### src/rtl/mpcs_pkg.sv
// shared types, codes and field widths for the motor pwm command shaper
`default_nettype none

package mpcs_pkg;

    // field widths
    localparam int ChannelWidth = 2;
    localparam int CommandWidth = 16;
    localparam int DutyWidth    = 15;
    localparam int ModeWidth    = 2;
    localparam int CfgIndexWidth = 2;

    // packed stream widths, rounded up to whole bytes
    localparam int InFieldBits  = 2 * ChannelWidth / 2 + 2 * CommandWidth + DutyWidth + 3;
    localparam int InDataWidth  = ((InFieldBits + 7) / 8) * 8;
    localparam int OutFieldBits = ChannelWidth + DutyWidth + 1 + CommandWidth;
    localparam int OutDataWidth = ((OutFieldBits + 7) / 8) * 8;

    // configuration register indexes
    localparam logic [CfgIndexWidth-1:0] CFG_DUTY_FLOOR    = 2'd0;
    localparam logic [CfgIndexWidth-1:0] CFG_DUTY_CEILING  = 2'd1;
    localparam logic [CfgIndexWidth-1:0] CFG_POLARITY_MODE = 2'd2;

    // polarity modes; the unused code acts as always invert
    localparam logic [ModeWidth-1:0] POL_NEVER    = 2'd0;
    localparam logic [ModeWidth-1:0] POL_NEGATIVE = 2'd1;
    localparam logic [ModeWidth-1:0] POL_ALWAYS   = 2'd2;

    // reset values of the configuration registers
    localparam logic [DutyWidth-1:0] DUTY_FLOOR_RESET   = 15'd0;
    localparam logic [DutyWidth-1:0] DUTY_CEILING_RESET = 15'd32767;
    localparam logic [ModeWidth-1:0] POLARITY_RESET     = POL_NEGATIVE;

    typedef struct packed {
        logic [DutyWidth-1:0] duty_floor;
        logic [DutyWidth-1:0] duty_ceiling;
        logic [ModeWidth-1:0] polarity_mode;
    } cfg_t;

    typedef struct packed {
        logic                           at_upper_stop;
        logic                           at_lower_stop;
        logic                           forward_positive;
        logic        [DutyWidth-1:0]    limit_max;
        logic signed [CommandWidth-1:0] deadband;
        logic signed [CommandWidth-1:0] command;
        logic        [ChannelWidth-1:0] channel;
    } in_item_t;

    typedef struct packed {
        logic signed [CommandWidth-1:0] echoed_command;
        logic                           direction;
        logic        [DutyWidth-1:0]    duty;
        logic        [ChannelWidth-1:0] channel_out;
    } out_item_t;

endpackage

`default_nettype wire

### src/rtl/mpcs_core.sv
// combinational shaping path: end stops, deadband, limit and polarity clamp
`default_nettype none

module mpcs_core
    import mpcs_pkg::*;
(
    input  wire cfg_t      cfg,
    input  wire in_item_t  item,
    output out_item_t      result
);

    logic                   cmd_neg;
    logic                   cmd_pos;
    logic                   stop_hit;
    logic [16:0]            abs_cmd;
    logic [16:0]            mag_stop;
    logic [16:0]            db_size;
    logic [16:0]            mag;
    logic [DutyWidth-1:0]   lim_ce;
    logic [DutyWidth-1:0]   pm;
    logic                   invert;
    logic signed [17:0]     ce_s;
    logic signed [17:0]     fl_s;
    logic signed [17:0]     pm_s;
    logic signed [17:0]     mag_s;
    logic signed [17:0]     x_s;
    logic signed [17:0]     lo_s;
    logic signed [17:0]     hi_s;
    logic signed [17:0]     clamp_s;
    logic signed [17:0]     duty_s;
    logic [DutyWidth-1:0]   echo_mag;
    logic [CommandWidth-1:0] echo_pos;

    // command sign and end stop protection
    assign cmd_neg = item.command[CommandWidth-1];
    assign cmd_pos = !cmd_neg && (item.command != '0);
    assign stop_hit =
        (item.at_lower_stop && ((cmd_neg && item.forward_positive) ||
                                (cmd_pos && !item.forward_positive))) ||
        (item.at_upper_stop && ((cmd_pos && item.forward_positive) ||
                                (cmd_neg && !item.forward_positive)));

    // magnitude after the end stop check
    assign abs_cmd  = cmd_neg ? ({1'b0, ~item.command} + 17'd1) : {1'b0, item.command};
    assign mag_stop = stop_hit ? 17'd0 : abs_cmd;

    // deadband: zero zone when negative, offset when positive
    assign db_size = {1'b0, ~item.deadband} + 17'd1;
    always_comb
    begin
        if (mag_stop == 17'd0)
        begin
            mag = 17'd0;
        end
        else if (item.deadband[CommandWidth-1])
        begin
            mag = (mag_stop < db_size) ? 17'd0 : mag_stop;
        end
        else
        begin
            mag = mag_stop + {1'b0, item.deadband};
        end
    end

    // effective limit inside the global duty range
    assign lim_ce = (item.limit_max < cfg.duty_ceiling) ? item.limit_max : cfg.duty_ceiling;
    assign pm     = (lim_ce < cfg.duty_floor) ? cfg.duty_floor : lim_ce;

    // polarity selection
    always_comb
    begin
        unique case (cfg.polarity_mode)
            POL_NEVER:    invert = 1'b0;
            POL_NEGATIVE: invert = cmd_neg;
            default:      invert = 1'b1;
        endcase
    end

    // duty clamp, direct or inverted against the ceiling
    assign ce_s  = $signed({3'b000, cfg.duty_ceiling});
    assign fl_s  = $signed({3'b000, cfg.duty_floor});
    assign pm_s  = $signed({3'b000, pm});
    assign mag_s = $signed({1'b0, mag});
    assign x_s   = invert ? (ce_s - mag_s) : mag_s;
    assign lo_s  = invert ? (ce_s - pm_s)  : fl_s;
    assign hi_s  = invert ? (ce_s - fl_s)  : pm_s;

    always_comb
    begin
        priority if (x_s < lo_s)
        begin
            clamp_s = lo_s;
        end
        else if (x_s > hi_s)
        begin
            clamp_s = hi_s;
        end
        else
        begin
            clamp_s = x_s;
        end
    end

    // saturate into the timer's duty range
    always_comb
    begin
        priority if (clamp_s < 18'sd0)
        begin
            duty_s = 18'sd0;
        end
        else if (clamp_s > 18'sd32767)
        begin
            duty_s = 18'sd32767;
        end
        else
        begin
            duty_s = clamp_s;
        end
    end

    // echoed command: sign times magnitude clamped to the channel limit
    assign echo_mag = (mag < {2'b00, item.limit_max}) ? mag[DutyWidth-1:0] : item.limit_max;
    assign echo_pos = {1'b0, echo_mag};

    assign result.channel_out    = item.channel;
    assign result.duty           = duty_s[DutyWidth-1:0];
    assign result.direction      = !cmd_pos;
    assign result.echoed_command = cmd_neg ? $signed(-echo_pos) : $signed(echo_pos);

endmodule

`default_nettype wire

### src/rtl/motor_pwm_command_shaper.sv
// top level of the motor pwm command shaper: config registers and two-stage word pipeline
//
// channel   dir  handshake          payload
// s_*       in   s_tvalid/s_tready  s_tdata: command word with deadband, limit and stop flags
// m_*       out  m_tvalid/m_tready  m_tdata: duty, direction and echoed command
// cfg_*     in   cfg_we             cfg_index, cfg_data: global duty range and polarity mode
//
// one word per cycle while results are taken; an accepted word goes through the
// input register then the result register, with the shaping logic between them.
// rst_n clears both valid flags and loads floor 0, ceiling 32767, polarity mode 1.
// a stall on m_tready holds the result; the input register still takes one more word,
// and s_tready drops only when both stages are full and the result is not taken.
`default_nettype none

module motor_pwm_command_shaper
    import mpcs_pkg::*;
(
    input  wire                      clk,
    input  wire                      rst_n,
    // configuration write port
    input  wire                      cfg_we,
    input  wire [CfgIndexWidth-1:0]  cfg_index,
    input  wire [DutyWidth-1:0]      cfg_data,
    // input words
    input  wire                      s_tvalid,
    output logic                     s_tready,
    // channel[1:0], command[17:2], deadband[33:18], limit_max[48:34],
    // forward_positive[49], at_lower_stop[50], at_upper_stop[51], zero fill above
    input  wire [InDataWidth-1:0]    s_tdata,
    // result words
    output logic                     m_tvalid,
    input  wire                      m_tready,
    // channel_out[1:0], duty[16:2], direction[17], echoed_command[33:18], zero fill above
    output logic [OutDataWidth-1:0]  m_tdata
);

    cfg_t      cfg_reg;
    in_item_t  in_item_reg;
    logic      in_valid_reg;
    out_item_t out_item_reg;
    logic      out_valid_reg;
    out_item_t shaped;
    logic      advance;

    // configuration registers
    always_ff @(posedge clk or negedge rst_n)
    begin
        if (!rst_n)
        begin
            cfg_reg.duty_floor    <= DUTY_FLOOR_RESET;
            cfg_reg.duty_ceiling  <= DUTY_CEILING_RESET;
            cfg_reg.polarity_mode <= POLARITY_RESET;
        end
        else if (cfg_we)
        begin
            unique case (cfg_index)
                CFG_DUTY_FLOOR:    cfg_reg.duty_floor    <= cfg_data;
                CFG_DUTY_CEILING:  cfg_reg.duty_ceiling  <= cfg_data;
                CFG_POLARITY_MODE: cfg_reg.polarity_mode <= cfg_data[ModeWidth-1:0];
                default:           ;
            endcase
        end
    end

    // pipeline handshake
    assign advance  = in_valid_reg && (!out_valid_reg || m_tready);
    assign s_tready = !in_valid_reg || advance;

    // input register stage
    always_ff @(posedge clk or negedge rst_n)
    begin
        if (!rst_n)
        begin
            in_valid_reg <= 1'b0;
        end
        else if (s_tready)
        begin
            in_valid_reg <= s_tvalid;
        end
    end

    always_ff @(posedge clk)
    begin
        if (s_tready && s_tvalid)
        begin
            in_item_reg <= in_item_t'(s_tdata[InFieldBits-1:0]);
        end
    end

    // shaping logic
    mpcs_core u_core (
        .cfg    (cfg_reg),
        .item   (in_item_reg),
        .result (shaped)
    );

    // result register stage
    always_ff @(posedge clk or negedge rst_n)
    begin
        if (!rst_n)
        begin
            out_valid_reg <= 1'b0;
        end
        else if (advance)
        begin
            out_valid_reg <= 1'b1;
        end
        else if (m_tready)
        begin
            out_valid_reg <= 1'b0;
        end
    end

    always_ff @(posedge clk)
    begin
        if (advance)
        begin
            out_item_reg <= shaped;
        end
    end

    assign m_tvalid = out_valid_reg;
    assign m_tdata  = {{(OutDataWidth - OutFieldBits){1'b0}}, out_item_reg};

endmodule

`default_nettype wire

### config.mk
export PLATFORM = sky130hd
export DESIGN_NAME = motor_pwm_command_shaper
export DESIGN_NICKNAME = d
export VERILOG_FILES = /design/src/rtl/mpcs_pkg.sv /design/src/rtl/mpcs_core.sv /design/src/rtl/motor_pwm_command_shaper.sv
export SDC_FILE = /design/constraint.sdc
export NUM_CORES = 1
export LEC_CHECK = 0
export BUFFER_PORTS_ARGS = -buffer_cell sky130_fd_sc_hd__buf_2
export CAP_MARGIN = 20
export CORE_MARGIN = 5
export CORE_UTILIZATION = 40
export CTS_CLUSTER_DIAMETER = 60
export CTS_CLUSTER_SIZE = 14
export DETAILED_ROUTE_END_ITERATION = 6
export PLACE_DENSITY = 0.62
export SLEW_MARGIN = 20
export SYNTH_ARGS = -nofsm -noshare
export SYNTH_HDL_FRONTEND = slang
export SYNTH_HIERARCHICAL = 1
export SYNTH_SLANG_ARGS = --single-unit
### constraint.sdc
create_clock -name clk -period 9 [get_ports clk]
set_clock_uncertainty 0.2 [all_clocks]
set_input_delay 2.25 -clock clk [delete_from_list [all_inputs] [get_ports clk]]
set_output_delay 2.25 -clock clk [all_outputs]
set_load 0.05 [all_outputs]
==> results_dict.tcl, run 1 <==
set metrics [dict create \
    outcome "completed" \
    min-delay-start "in_item_reg[0]" \
    syn_avg_cell_area_sq_um 8.92 \
    io_pins 120 \
    routedWlPerCell_um 18.2 \
    synth_cells 1375 \
    cts_made_buffers 17 \
    arrival_ns 8.46 \
    tritoncts "yes" \
    pwr-share-clk_pct 15.9 \
    setup_viol 0 \
    drcViolationCount 0 \
    die_area_sq_um 34300 \
    setup-tns-final_ns 0 \
    cp-startpoint "in_item_reg[6]" \
    p_total_mw 4.54 \
    hold_viol 0 \
    cap_violations 0 \
    cts-htree-levels 4 \
    antenna_found_initial 0 \
    yosysSeqAreaShare_pct 28.2 \
    core_sq_um 30400 \
    synth.distinct_cells 98 \
    place_congestion 0.886 \
    clk_latency_ns 0.43 \
    holdBufCountCts 0 \
    grt_pass1_wl_um 55700 \
    clk_path_buf_depth 2 \
    rows 64 \
    fp.dieH_um 185 \
    stdcell_area_sq_um 14400 \
    ant_nets 0 \
    power_frac_comb_pct 65.8 \
    p_sw_mw 2.09 \
    internal-power_mw 2.45 \
    synthToLayoutAreaGrowth_pct 17.5 \
    cpPeakStageDelay_ns 0.61 \
    die_x_um 185 \
    critPathKind "flip-flop to flip-flop" \
    fmax_ghz 0.118 \
    dpl_cell_area_sq_um 13600 \
    largest_reg_flops 52 \
    drt_iter0_markers 834 \
    holdCritPathClass "flip-flop to flip-flop" \
    ir_worst_vdd_uv 134 \
    final_cell_count_no_fill 1950 \
    dp_worst_setup_slack_ns 0.0599 \
    vias_per_cell 5.63 \
    start_kind "flip-flop" \
    start_util_pct 40.3 \
    synthesis.area_sq_um 12300 \
    clk_root_buffer_cell "clkbuf_16" \
    fin_crit_ns 8.48 \
    layout_setup_ws_ns 0.520 \
    grt_pass1_vias 10700 \
    grt_use_total_pct 20.7 \
    ys_warn_count 6 \
    synth-edff-count 86 \
    grt_max_degree 66 \
    synth-main-ff-cell "edfxtp_1" \
    whs_ns 0.218 \
    place_inst 1912 \
    regToRegEndpoint "m_tdata[4]" \
    cp-end-kind "flip-flop" \
    vias 11000 \
    path_common_cell "nor2_1" \
    crit_end "m_tdata[4]" \
    first_pass_iters 5 \
    p_leak_nw 6.26 \
    port_buffers 109 \
    powerDensity_nw_per_um2 315 \
    slew_headroom_pct 39.0 \
    rrSetupSlack_ns 0.52 \
    worst_pin_slew_ns 0.914 \
    cp.required_ns 8.98 \
    grt_overflow 0 \
    final_max_slew_viol_count 0 \
    layout-drive-gt1-share_pct 21.7 \
    async_flop_share_pct 28.3 \
    min_path_cells 0 \
    r2r-start "in_item_reg[6]" \
    wl_um 35400 \
    r2r_cells 35 \
    worst_path_max_delay_cell "or4_4" \
    fin_nets 1774 \
    fin_crit_sh_pct 94.2 \
    antennaDiodeCount 0 \
    fin_util_pct 47.4 \
    switching_share_pct 46.0 \
    seqPwrFrac_pct 18.3 \
    cp_max_fo 11 \
    path_clk_slew_ns 0.06 \
    numClockSinks 120 \
    dp_hpwl_um 28400 \
    ys_ff_latch 120 \
    fillCellCount 2940 \
]
-- kinds of logic (layout without fill, tap and decap cells) --
| group | Yosys count | in the layout | share of synthesized area [%] |
|---|---|---|---|
| AND/OR/NAND/NOR | 422 | 422 | 17.5 |
| AO/OA/AOI/OAI | 382 | 382 | 21.0 |
| adder cells (fa/ha/maj) | 157 | 157 | 16.2 |
| buffers and inverters | 141 | 315 | 5.09 |
| flip-flops | 120 | 120 | 28.2 |
| XOR/XNOR | 84 | 84 | 6.06 |
| multiplexers | 67 | 67 | 5.88 |
| other | 2 | 7 | 0.0612 |
-- layer usage --
metal	vias up	GRT usage (%)	wire length, um
li1	5445	-	-
met1	5200	25.7	15200
met2	277	37.1	17800
met3	47	2.71	1660
met4	0	6.55	833
met5	-	0	0
-- cell usage after synthesis (7+ instances only) --
master / instances / area share, %
a21o_1: 28 / 1.7
xnor2_1: 47 / 3.4
a211oi_1: 16 / 0.98
a221oi_1: 7 / 0.50
a211o_1: 7 / 0.50
o211ai_1: 9 / 0.55
a21oi_1: 97 / 4.0
nand2b_1: 23 / 1.2
and3_1: 8 / 0.41
mux2i_1: 30 / 2.4
dfstp_2: 16 / 3.4
nor3_1: 39 / 1.6
o31ai_1: 15 / 0.92
o21a_1: 15 / 0.92
ha_1: 151 / 15
dfrtp_1: 18 / 3.7
o21ai_0: 90 / 3.7
o221a_1: 11 / 1.0
mux2_2: 36 / 3.3
nand3b_1: 7 / 0.43
or3_1: 14 / 0.71
buf_2: 8 / 0.33
edfxtp_1: 86 / 21
o21bai_1: 7 / 0.43
nor2_1: 122 / 3.7
buf_4: 10 / 0.61
xor2_1: 36 / 2.6
nor2b_1: 17 / 0.87
nand2_1: 92 / 2.8
clkbuf_1: 18 / 0.55
a31oi_1: 16 / 0.82
nor4_1: 12 / 0.61
inv_1: 93 / 2.8
nand4_1: 20 / 1.0
nand3_1: 23 / 0.94
-- power by group through the flow --
| stage | registers [mW] | logic (mW) | clock network, mW |
|---|---|---|---|
| floorplan | 1.02 | 1.93 | 0 |
| global placement | 0.839 | 2.84 | 0 |
| detailed placement | 0.840 | 2.89 | 0 |
| CTS | 0.831 | 2.91 | 0.735 |
| global route | 0.842 | 3.30 | 0.758 |
| finish | 0.830 | 2.98 | 0.723 |
-- worst min path at each step --
stage / end / slack, ns
2_1_floorplan: m_tvalid / 0.25
4_1_cts: m_tdata[1] / 0.22
3_5_place_dp: m_tdata[1] / 0.20
3_3_place_gp: m_tdata[1] / 0.20
6_report: m_tdata[0] / 0.22
5_1_grt: m_tdata[0] / 0.24
-- timing repair --
action / CTS / global route
gates resized for setup: 0 / 33
setup endpoints to repair: 0 / 15
hold endpoints to repair: 0 / 0
buffers inserted: 0 / 6
-- worst max-delay path: cells and delay by family (launching register included) --
family,cells,cell delay (ns)
xor gates and xnor gates,2,0.55
adders and majority gates,3,0.84
and+or+nand+nor,12,2.67
AOI/OAI and AO/OA,15,2.99
buffers and inverters,3,0.50
DFF,1,0.44
-- layout make-up --
cell class | instances | area (sq um) | share of cell area (%)
repair buffers | 190 | 1170 | 8.09
multi-input cells | 1119 | 8340 | 57.9
clock buffers | 18 | 429 | 2.98
clock inverters | 14 | 174 | 1.21
inverters | 93 | 349 | 2.42
well taps | 396 | 495 | 3.44
flip-flops and latches | 120 | 3450 | 24.0
-- cells in the final DEF (no fill, tap or decap), drive strengths merged, types with 8 or more instances in the layout --
| master | instances |
|---|---|
| buf | 190 |
| nor4 | 13 |
| nor2 | 123 |
| nor2b | 17 |
| a21o | 28 |
| ha | 151 |
| inv | 95 |
| nand3b | 9 |
| a21oi | 97 |
| nand4 | 20 |
| o211ai | 9 |
| or3 | 14 |
| nand2 | 94 |
| a211oi | 19 |
| and3 | 9 |
| mux2i | 30 |
| a31oi | 16 |
| clkbuf | 18 |
| dfstp | 16 |
| nor3 | 40 |
| nand3 | 24 |
| a21boi | 8 |
| xnor2 | 47 |
| dfrtp | 18 |
| xor2 | 37 |
| o21a | 15 |
| o31ai | 16 |
| o21ai | 95 |
| or2 | 9 |
| nand2b | 23 |
| o221a | 13 |
| mux2 | 37 |
| edfxtp | 86 |
No activity file was read; power rests on OpenSTA's default activity.
==> run 2: changes to the inputs <==
- CORE_UTILIZATION: 40 -> 50
- PLACE_DENSITY: 0.62 -> 0.73
- SLEW_MARGIN: 20 -> 30
==> results_dict.tcl, run 2 (same netlist as run 1, synthesis figures left out) <==
set metrics [dict create \
    ir_worst_vdd_uv 205 \
    min_path_cells 0 \
    final_cell_mix "ha_1, nor2_1, buf_2" \
    vias 11200 \
    dp_worst_setup_slack_ns -0.106 \
    io_pins 120 \
    fin_nets 1755 \
    grt_overflow 0 \
    hold_viol 0 \
    stdcell_area_sq_um 14200 \
    tritoncts "yes" \
    final_max_slew_viol_count 0 \
    slew_headroom_pct 38.2 \
    outcome "completed" \
    grt.busiest_layer "met2" \
    die_x_um 167 \
    worst_path_max_delay_cell "or4_4" \
    dpl_cell_area_sq_um 13400 \
    fmax_ghz 0.117 \
    fin_crit_sh_pct 94.8 \
    clk_latency_ns 0.43 \
    p_total_mw 4.46 \
    start_kind "flip-flop" \
    final_common_cell "ha_1" \
    antennaDiodeCount 0 \
    start_util_pct 50.6 \
    grt_use_total_pct 24.3 \
    core_sq_um 24200 \
    vias_per_cell 6.04 \
    routedWlPerCell_um 18.8 \
    grt_pass1_vias 11000 \
    critPathKind "flip-flop to flip-flop" \
    ant_nets 0 \
    grt_max_degree 66 \
    first_pass_iters 7 \
    port_buffers 109 \
    holdBufCountCts 0 \
    cts_made_buffers 17 \
    layout-drive-gt1-share_pct 21.0 \
    place_congestion 0.959 \
    fin_crit_ns 8.54 \
    setup_viol 0 \
    rows 57 \
    clk_root_buffer_cell "clkbuf_16" \
    cp.required_ns 8.98 \
    path_common_cell "nor2_1" \
    grt_pass1_wl_um 55100 \
    use_met1_pct 29.5 \
    largest_reg_flops 52 \
    wl_um 34900 \
    fillCellCount 2138 \
    cp-end-kind "flip-flop" \
    cap_violations 0 \
    layout_setup_ws_ns 0.464 \
    arrival_ns 8.51 \
    holdCritPathClass "flip-flop to flip-flop" \
    drt_iter0_markers 986 \
    dp_hpwl_um 27100 \
    place_inst 1820 \
    drcViolationCount 0 \
    antenna_found_initial 0 \
    cp_max_fo 11 \
    r2r_cells 34 \
    worst_pin_slew_ns 0.926 \
    cts-htree-levels 4 \
    p_leak_nw 6.16 \
    numClockSinks 120 \
    die_area_sq_um 27800 \
    fp.dieH_um 167 \
    use_met3_pct 3.46 \
    powerDensity_nw_per_um2 314 \
    clk_path_buf_depth 2 \
    whs_ns 0.234 \
    final_cell_count_no_fill 1859 \
    met2_usage_pct 43.4 \
    synthToLayoutAreaGrowth_pct 15.6 \
    cpPeakStageDelay_ns 0.67 \
    path_clk_slew_ns 0.06 \
]
[run 2: worst paths after layout]
check                         endpoint            from  slack (ns)
setup / recovery            m_tdata[4]  in_item_reg[5]        0.46
hold / removal              m_tdata[0]  in_item_reg[0]        0.23
setup reg to reg            m_tdata[4]  in_item_reg[5]        0.46
hold reg to reg             m_tdata[0]  in_item_reg[0]        0.23
max in group asynchronous  cfg_reg[27]           rst_n        6.38
min in group asynchronous  cfg_reg[22]           rst_n        1.71
[run 2: report_power, final]
part,switching [mW],leakage [nW],internal [mW]
Combinational,1.74,4.69,1.21
Sequential,0.0706,1.21,0.764
Clock,0.288,0.267,0.380
Total,2.10,6.16,2.36
[run 2: timing repair]
| item | CTS | global route |
|---|---|---|
| pin swaps | 0 | 7 |
| resized for setup | 2 | 40 |
| buffers inserted | 0 | 7 |
| endpoints found under the setup margin | 12 | 15 |
[run 2: area by class of cell]
cell class	count	area [sq um]	area share (%)
clock buffer	17	425	3.00
inverter	93	349	2.46
clock inverter	15	128	0.900
multi-input combinational	1119	8380	59.0
tap	324	405	2.86
timing repair buffer	171	1050	7.39
sequential	120	3450	24.3
[run 2: per-layer routing]
| layer | part of all wire [%] | vias to the layer above |
|---|---|---|
| met5 | 0 | - |
| met1 | 41 | 5290 |
| met4 | 3.9 | 0 |
| met2 | 49 | 439 |
| li1 | - | 5404 |
| met3 | 6.3 | 97 |
[run 2: worst max-delay path: cells and delay by family (launching register included)]
family | cells | cell delay [ns]
DFF | 1 | 0.46
adders and majority gates | 4 | 1.13
xor gates and xnor gates | 2 | 0.60
and+or+nand+nor | 12 | 2.52
AOI/OAI and AO/OA | 16 | 3.40
[run 2: stage by stage]
step                      TNS [ns]  util, %
after floorplan                  0        -
final                            0     58.5
after global placement           0     55.3
after detailed placement     -1.15     55.3
after CTS                        0     57.6
after global routing       -0.0572     58.5
